## src/sv/vtts_pkg.sv

```systemverilog
`timescale 1ns / 1ps
`default_nettype none
package vtts_pkg;

  localparam int DEPTH = 256;
  localparam int IDX_W = $clog2(DEPTH);
  localparam int CNT_W = $clog2(DEPTH + 1);
  localparam int TOL_W = 15;

  localparam logic [2:0] OP_APPEND = 3'd0;
  localparam logic [2:0] OP_INSERT = 3'd1;
  localparam logic [2:0] OP_DELETE = 3'd2;
  localparam logic [2:0] OP_FIND   = 3'd3;
  localparam logic [2:0] OP_DEDUP  = 3'd4;
  localparam logic [2:0] OP_CLEAR  = 3'd5;

  typedef enum logic [2:0] {
    ST_OK        = 3'd0,
    ST_NOT_FOUND = 3'd1,
    ST_FULL      = 3'd2,
    ST_EMPTY     = 3'd3,
    ST_BAD_INDEX = 3'd4
  } status_t;

  typedef struct packed {
    logic [2:0]         opcode;
    logic [7:0]         position;
    logic               binary_mode;
    logic signed [15:0] comp_x;
    logic signed [15:0] comp_y;
    logic signed [15:0] comp_z;
    logic signed [15:0] comp_w;
  } in_item_t;

  typedef struct packed {
    status_t    status;
    logic [7:0] result_index;
    logic [8:0] entry_count;
  } out_item_t;

  typedef enum logic [4:0] {
    S_IDLE, S_DISPATCH, S_INS_RD, S_INS_WR, S_DEL_RD, S_DEL_WR,
    S_FL_RD, S_FL_CMP, S_BN_RD, S_BN_CMP, S_BN_LAST, S_MK_CLR,
    S_DD_RD, S_DD_CHK, S_DDJ_RD, S_DDJ_CMP, S_CP_RD, S_CP_WR, S_OUT
  } state_t;

  typedef enum logic [4:0] {
    CMD_NOP, CMD_LOAD, CMD_RESULT, CMD_CLEAR,
    CMD_INS_RD, CMD_INS_WR, CMD_INS_PUT,
    CMD_DEL_RD, CMD_DEL_WR, CMD_DEL_END,
    CMD_FL_RD, CMD_FL_NEXT, CMD_HIT_I,
    CMD_BN_RD, CMD_BN_STEP, CMD_HIT_MID,
    CMD_MK_CLR, CMD_I_ZERO, CMD_DD_RD, CMD_DD_NEXT, CMD_DD_TAKE,
    CMD_DDJ_RD, CMD_DDJ_CMP, CMD_CP_WR, CMD_CP_END, CMD_OUT
  } cmd_code_t;

  typedef struct packed {
    cmd_code_t code;
    status_t   status;
  } dp_cmd_t;

  typedef struct packed {
    logic [2:0] op;
    logic       bin;
    logic       full;
    logic       empty;
    logic       ins_bad;
    logic       del_bad;
    logic       i_gt_pos;
    logic       i1_lt_cnt;
    logic       i_lt_cnt;
    logic       j_lt_cnt;
    logic       lo_lt_hi;
    logic       lo_le_hi;
    logic       cmp_eq;
    logic       cmp_gt;
    logic       mark_q;
    logic       out_free;
  } dp_flags_t;

  // Tolerance compare of a against b; first lane out of tolerance decides.
  // Returns {equal, greater}.
  function automatic logic [1:0] tol_cmp(input logic [63:0] a, input logic [63:0] b,
                                         input logic [TOL_W-1:0] tol);
    logic signed [16:0] d;
    logic        [16:0] m;
    logic               hit;
    logic               gt;
    hit = 1'b0;
    gt  = 1'b0;
    for (int k = 0; k < 4; k++) begin
      d = 17'(signed'(a[16*k +: 16])) - 17'(signed'(b[16*k +: 16]));
      m = d[16] ? 17'(-d) : 17'(d);
      if (!hit && (m > {2'b00, tol})) begin
        hit = 1'b1;
        gt  = !d[16];
      end
    end
    return {!hit, gt};
  endfunction

endpackage
`default_nettype wire

```

## src/sv/vtts_ctrl.sv

```systemverilog
`timescale 1ns / 1ps
`default_nettype none
module vtts_ctrl (
  input  wire                   clk,
  input  wire                   rst_n,
  input  wire                   in_valid,
  output logic                  in_stall,
  input  vtts_pkg::dp_flags_t   flags,
  output vtts_pkg::dp_cmd_t     cmd
);
  import vtts_pkg::*;

  state_t state_r, state_nxt;

  assign in_stall = (state_r != S_IDLE);

  always_ff @(posedge clk) begin
    if (!rst_n) begin
      state_r <= S_IDLE;
    end else begin
      state_r <= state_nxt;
    end
  end

  // next state
  always_comb begin
    state_nxt = state_r;
    unique case (state_r)
      S_IDLE:     if (in_valid) state_nxt = S_DISPATCH;
      S_DISPATCH: begin
        case (flags.op) inside
          OP_APPEND, OP_INSERT:
            state_nxt = (flags.full || flags.ins_bad) ? S_OUT : S_INS_RD;
          OP_DELETE:
            state_nxt = (flags.empty || flags.del_bad) ? S_OUT : S_DEL_RD;
          OP_FIND:
            state_nxt = flags.empty ? S_OUT : (flags.bin ? S_BN_RD : S_FL_RD);
          OP_DEDUP: state_nxt = S_MK_CLR;
          default:  state_nxt = S_OUT;
        endcase
      end
      S_INS_RD:  state_nxt = flags.i_gt_pos ? S_INS_WR : S_OUT;
      S_INS_WR:  state_nxt = S_INS_RD;
      S_DEL_RD:  state_nxt = flags.i1_lt_cnt ? S_DEL_WR : S_OUT;
      S_DEL_WR:  state_nxt = S_DEL_RD;
      S_FL_RD:   state_nxt = flags.i_lt_cnt ? S_FL_CMP : S_OUT;
      S_FL_CMP:  state_nxt = flags.cmp_eq ? S_OUT : S_FL_RD;
      S_BN_RD: begin
        if (flags.lo_lt_hi)      state_nxt = S_BN_CMP;
        else if (flags.lo_le_hi) state_nxt = S_BN_LAST;
        else                     state_nxt = S_OUT;
      end
      S_BN_CMP:  state_nxt = flags.cmp_eq ? S_OUT : S_BN_RD;
      S_BN_LAST: state_nxt = S_OUT;
      S_MK_CLR:  state_nxt = flags.i_lt_cnt ? S_MK_CLR : S_DD_RD;
      S_DD_RD:   state_nxt = flags.i1_lt_cnt ? S_DD_CHK : S_CP_RD;
      S_DD_CHK:  state_nxt = flags.mark_q ? S_DD_RD : S_DDJ_RD;
      S_DDJ_RD:  state_nxt = flags.j_lt_cnt ? S_DDJ_CMP : S_DD_RD;
      S_DDJ_CMP: state_nxt = S_DDJ_RD;
      S_CP_RD:   state_nxt = flags.i_lt_cnt ? S_CP_WR : S_OUT;
      S_CP_WR:   state_nxt = S_CP_RD;
      S_OUT:     if (flags.out_free) state_nxt = S_IDLE;
      default:   state_nxt = S_IDLE;
    endcase
  end

  // commands
  always_comb begin
    cmd.code   = CMD_NOP;
    cmd.status = ST_OK;
    unique case (state_r)
      S_IDLE:     if (in_valid) cmd.code = CMD_LOAD;
      S_DISPATCH: begin
        case (flags.op) inside
          OP_APPEND, OP_INSERT: begin
            if (flags.full) begin
              cmd.code = CMD_RESULT; cmd.status = ST_FULL;
            end else if (flags.ins_bad) begin
              cmd.code = CMD_RESULT; cmd.status = ST_BAD_INDEX;
            end
          end
          OP_DELETE: begin
            if (flags.empty) begin
              cmd.code = CMD_RESULT; cmd.status = ST_EMPTY;
            end else if (flags.del_bad) begin
              cmd.code = CMD_RESULT; cmd.status = ST_BAD_INDEX;
            end
          end
          OP_FIND: begin
            if (flags.empty) begin
              cmd.code = CMD_RESULT; cmd.status = ST_NOT_FOUND;
            end
          end
          OP_DEDUP: cmd.code = CMD_NOP;
          OP_CLEAR: cmd.code = CMD_CLEAR;
          default:  cmd.code = CMD_RESULT;
        endcase
      end
      S_INS_RD:  cmd.code = flags.i_gt_pos ? CMD_INS_RD : CMD_INS_PUT;
      S_INS_WR:  cmd.code = CMD_INS_WR;
      S_DEL_RD:  cmd.code = flags.i1_lt_cnt ? CMD_DEL_RD : CMD_DEL_END;
      S_DEL_WR:  cmd.code = CMD_DEL_WR;
      S_FL_RD: begin
        if (flags.i_lt_cnt) begin
          cmd.code = CMD_FL_RD;
        end else begin
          cmd.code = CMD_RESULT; cmd.status = ST_NOT_FOUND;
        end
      end
      S_FL_CMP:  cmd.code = flags.cmp_eq ? CMD_HIT_I : CMD_FL_NEXT;
      S_BN_RD: begin
        if (flags.lo_le_hi) begin
          cmd.code = CMD_BN_RD;
        end else begin
          cmd.code = CMD_RESULT; cmd.status = ST_NOT_FOUND;
        end
      end
      S_BN_CMP:  cmd.code = flags.cmp_eq ? CMD_HIT_MID : CMD_BN_STEP;
      S_BN_LAST: begin
        if (flags.cmp_eq) begin
          cmd.code = CMD_HIT_MID;
        end else begin
          cmd.code = CMD_RESULT; cmd.status = ST_NOT_FOUND;
        end
      end
      S_MK_CLR:  cmd.code = flags.i_lt_cnt ? CMD_MK_CLR : CMD_I_ZERO;
      S_DD_RD:   cmd.code = flags.i1_lt_cnt ? CMD_DD_RD : CMD_I_ZERO;
      S_DD_CHK:  cmd.code = flags.mark_q ? CMD_DD_NEXT : CMD_DD_TAKE;
      S_DDJ_RD:  cmd.code = flags.j_lt_cnt ? CMD_DDJ_RD : CMD_DD_NEXT;
      S_DDJ_CMP: cmd.code = CMD_DDJ_CMP;
      S_CP_RD:   cmd.code = flags.i_lt_cnt ? CMD_DD_RD : CMD_CP_END;
      S_CP_WR:   cmd.code = CMD_CP_WR;
      S_OUT:     if (flags.out_free) cmd.code = CMD_OUT;
      default:   cmd.code = CMD_NOP;
    endcase
  end

endmodule
`default_nettype wire

```

## config.mk

```make
export PLATFORM = sky130hd
export DESIGN_NAME = vtts_ctrl
export DESIGN_NICKNAME = d
export VERILOG_FILES = /design/src/sv/vtts_pkg.sv /design/src/sv/vtts_ctrl.sv
export SDC_FILE = /design/constraint.sdc
export NUM_CORES = 1
export LEC_CHECK = 0
export BUFFER_PORTS_ARGS = -buffer_cell sky130_fd_sc_hd__buf_4
export CORE_MARGIN = 2
export CORE_UTILIZATION = 53
export DETAILED_ROUTE_END_ITERATION = 8
export PLACE_DENSITY_LB_ADDON = 0.12
export SYNTH_ARGS = -nofsm -noshare
export SYNTH_HDL_FRONTEND = slang
export SYNTH_SLANG_ARGS = --single-unit
```

## constraint.sdc

```tcl
create_clock -name clk -period 1.88 [get_ports clk]
set_input_delay 0.094 -clock clk [delete_from_list [all_inputs] [get_ports clk]]
set_output_delay 0.094 -clock clk [all_outputs]
set_load 0.01 [all_outputs]
```

== Word-level counts from Yosys, hierarchy flattened ==
Index checks and enable logic that the tools add are counted.
Word-level totals
  bits in registers: 5
  bits in latches: 0
  bits in writable memories: 0
  ROM bits: 0
  output and inout bits: 9
  memories kept: 0
Operators by class
  $add $sub $neg: 0
  multiply operators: 0
  divide/modulo/power cells: 0
  order comparisons: 0
  eq/ne operators: 25
  shifts and indexed selects: 0
  multiplexer cells: 55
  bitwise operators: 0
  reduce and logical (&&, ||, !) cells: 7
Operator list (count)
  5-bit case mux with 19 select lines: 2
  5-bit 2-to-1 mux: 23
  5-bit by 4-bit == test with 1-bit output, second input constant: 8
  4-bit 2-to-1 mux: 6
  3-bit 2-to-1 mux: 7
  5-bit by 3-bit == test with 1-bit output, second input constant: 4
  8-bit 2-to-1 mux: 2
  5-bit == test, second input constant: 3
  2-bit 2-to-1 mux: 7
  3-bit case mux with 4 select lines: 1
  5-bit by 2-bit == test with 1-bit output, second input constant: 2
  1-bit 2-to-1 mux: 7
  3-bit by 2-bit == test with 1-bit output, second input constant: 2
  3-bit == test, second input constant: 2
  5-bit by 1-bit == test with 1-bit output, second input constant: 1
  5-bit zero test: 1
  5-bit nonzero test: 1
  2-bit != test, second input constant: 2
  3-bit by 1-bit == test with 1-bit output, second input constant: 1
  3-bit zero test: 1
  1-bit logical OR: 2
  2-bit AND reduction: 1
  2-bit OR reduction: 1

== Depth between registers and ports, before layout ==
  depth in word-level cells: 7
  depth in mapped cells: 8
  depth with buffers taken out: 5

== Least setup slack after synthesis ==
Ideal clock, no wire load.
  path kind: reg-to-output
  from: reg state_r[0]
  to: out cmd[4] in the netlist's numbering
  arrival time: 1363 ps
  data required time: 1786 ps
  setup slack: 423 ps
  cell stages (with the launch flop): 7
  cells stage by stage: dfxtp_1 buf_4 buf_4 or4_1 a21oi_1 nor2_1 nand4_1
RTL lines
  start: declaration: RTL line vtts_ctrl.sv:13  | state_t state_r, state_nxt;
  start signal: assignment: RTL line vtts_ctrl.sv:21  | state_r <= state_nxt;
  end: declaration: RTL line vtts_ctrl.sv:9  | output vtts_pkg::dp_cmd_t cmd

==> reports/results.ini <==
[synth]
ys_top_cells_by_area = dfxtp_1, a21oi_1, nand2_1
synth-adder-area-share_pct = 0
syn_nets = 194
syn_avg_cell_area_sq_um = 6.567
muxShareOfSynthArea_pct = 0
synth_ff_type = dfxtp_1
synthXorXnorAreaFrac_pct = 0
yosysSeqAreaShare_pct = 8.811
yosysTopAreaCell = dfxtp_1
syn_inst = 173
synth_top_family_by_area = compound AO/OA/AOI/OAI gates
ys_warn_count = 0
synth-seq-cells = 5
synthSimpleGateAreaFrac_pct = 37.89
synth_top_area_share_pct = 8.811
synth_edf_count = 0
syn_area_sq_mm = 0.001136
async_flop_share_pct = 0
synth_cell_types = 56
synth_compound_area_share_pct = 41.96

[run]
cap_violations = 0

[clock_network]
clk_latency_ps = 240
cts_max_path_buffers = 2
cts_root_buf = clkbuf_4
cts-hold-fix-buffers = 0
cts.clk_slew.worst_paths_ps = 50
cts_tree = built
numCtsBuffers = 3
htreeDepth = 1
cts.sinks = 5
cts_setup_buffers = 0

[finish]
syn2layout_area_growth_pct = 31.06
fin_util_pct = 74.38
final.fill_count = 167
reg_top3 = state_r: 5 flops
largest_register_ff_count = 5
diodes = 0
top_register = state_r
layout.nets = 230
layout_commonest_cell = buf_4
drive_above_1_share_pct = 35.10
final_cell_mix = buf_4, a21oi_1, nand2_1

[global_routing]
grt_usage_pct = 32.09
grt_pass1_wl_microns = 6368
grt_start_max_net_pins = 24
grt_pass1_vias = 1409
grt_overflow = 0
antenna_found_initial = 0

[setup_path]
start_kind = register
cp-end-kind = output pin
slowest_stage = dfxtp_2
slowest_delay_ps = 370
cp_max_fo = 16
crit_arrival_ps = 1750
path_class = register to output pin
crit_chain = buf_6 > nand2_1 > a2bb2oi_1 > o32ai_1 > a22o_1 > a211o_1 > buf_4
cp.required_ps = 1790

[floorplan]
die_h_microns = 50.30
start_util_pct = 56.75
io_pins = 30
die_area_sq_mm = 0.002530
rows = 16
die_width_microns = 50.30
core_area_sq_mm = 0.002002

[power_and_ir_drop]
p_leak_nw = 0.6022
switchingPower_uw = 830.6
comb_power_share_pct = 78.1
pwr-share-clk_pct = 7.7
p_sw_share_pct = 50.51
p_per_area_mw_per_mm2 = 1104
seqPwrFrac_pct = 14.3
p_int_uw = 813.7
irDropWorstVdd_v = 0.0008885

[drt]
vias = 1556
post-route-drc-count = 0
drt-total-wl_microns = 3957
drtIter0Drc = 151
antenna_left = 0
drt-wirelength-per-cell_microns = 16.84
routed_via_density = 6.621
drt_first_pass_iters = 5

[placed_design]
gp_congestion = 0.9825
io_buffer_count = 28
dp_hpwl_microns = 2972

[sta]
period_minus_slack_ps = 1842
fin_skew_ps = 5.222
setup_viol = 0
fmax_ghz = 0.5430
period_share_pct = 97.96
rsz0062_at_grt = yes
timing.setup.tns_ps = 0
slew_violations = 0
hold_viol_final = 0
maxSlewHeadroom_pct = 65.89
tightest_slew_ps = 498.8

[run_status]
outcome = complete, no violations

[hold_path]
hold_path.class = primary input to register

[final timing paths]
kind,start,endpoint,slack (ps),cells after the start
setup / recovery,state_r[0],cmd[3],40,7
setup reg to reg,state_r[2],state_r[1],230,6
hold reg to reg,state_r[1],state_r[0],720,3
hold / removal,rst_n,state_r[3],90,2
[per-layer routing]
layer,routed length [microns],GRT usage (%),vias up
met4,103,10.36,0
met2,1893,55.04,113
met1,1547,41.12,700
met5,0,0,-
li1,-,-,729
met3,412,4.464,14
[cell usage after synthesis (all sizes together), types with 2 or more instances]
| cell | number |
|---|---|
| a21boi | 3 |
| o31ai | 3 |
| o22ai | 9 |
| o32ai | 4 |
| and3 | 3 |
| a2bb2oi | 3 |
| nor2b | 4 |
| a21oi | 19 |
| clkbuf | 3 |
| nand2b | 9 |
| or3 | 2 |
| buf | 14 |
| nor2 | 17 |
| o21ai | 7 |
| or4 | 3 |
| nand4 | 3 |
| nor3 | 5 |
| a21o | 2 |
| inv | 5 |
| nand2 | 16 |
| or2 | 2 |
| nor4b | 2 |
| nor3b | 2 |
| a32o | 2 |
| a211o | 4 |
| dfxtp | 5 |
| nand3 | 7 |
| a31oi | 3 |
[logic make-up (layout without fill, tap and decap cells)]
logic type / after synthesis / count (layout)
and+or+nand+nor: 77 / 77
AOI/OAI and AO/OA: 69 / 69
buffers and inverters: 22 / 57
DFF: 5 / 5
[power groups by stage]
stage	sequential (mW)	combinational, mW	clock, mW
floorplan	0.155	0.831	0
global placement	0.217	1.21	0
detailed placement	0.216	1.23	0
CTS	0.218	1.25	0.132
global route	0.237	1.37	0.136
finish	0.234	1.28	0.126
[metrics by stage]
step	power (mW)	std cells	hold WS (ps)	area [sq um]	setup WS, ps
final	1.644	235	94.93	1489	38.28
after global routing	1.745	235	101.4	1489	1.108
after CTS	1.595	235	85.32	1470	0.3988
after detailed placement	1.444	231	343.4	1433	131.1
after global placement	1.427	231	352.2	1433	149.7
after floorplan	0.9863	173	211.5	1136	423.4
[area by class of cell]
class	count	area, sq um	share of cell area (%)
multi-input combinational	146	923.4	62.02
timing repair buffer	48	376.6	25.29
sequential	5	110.1	7.395
tap	27	33.78	2.269
clock buffer	4	26.28	1.765
inverter	5	18.77	1.261
[critical path: cells and delay by family (launching register included)]
kind / cells / cell delay (ps)
AOI/OAI and AO/OA: 4 / 710
and+or+nand+nor: 1 / 100
buffers and inverters: 2 / 330
DFF: 1 / 370
[repair_timing]
| action | CTS | global route |
|---|---|---|
| gates resized for setup | 5 | 7 |
| setup endpoints to repair | 5 | 5 |
| hold endpoints to repair | 0 | 0 |
| pin swaps | 0 | 1 |
No activity file was read; power rests on OpenSTA's default activity.
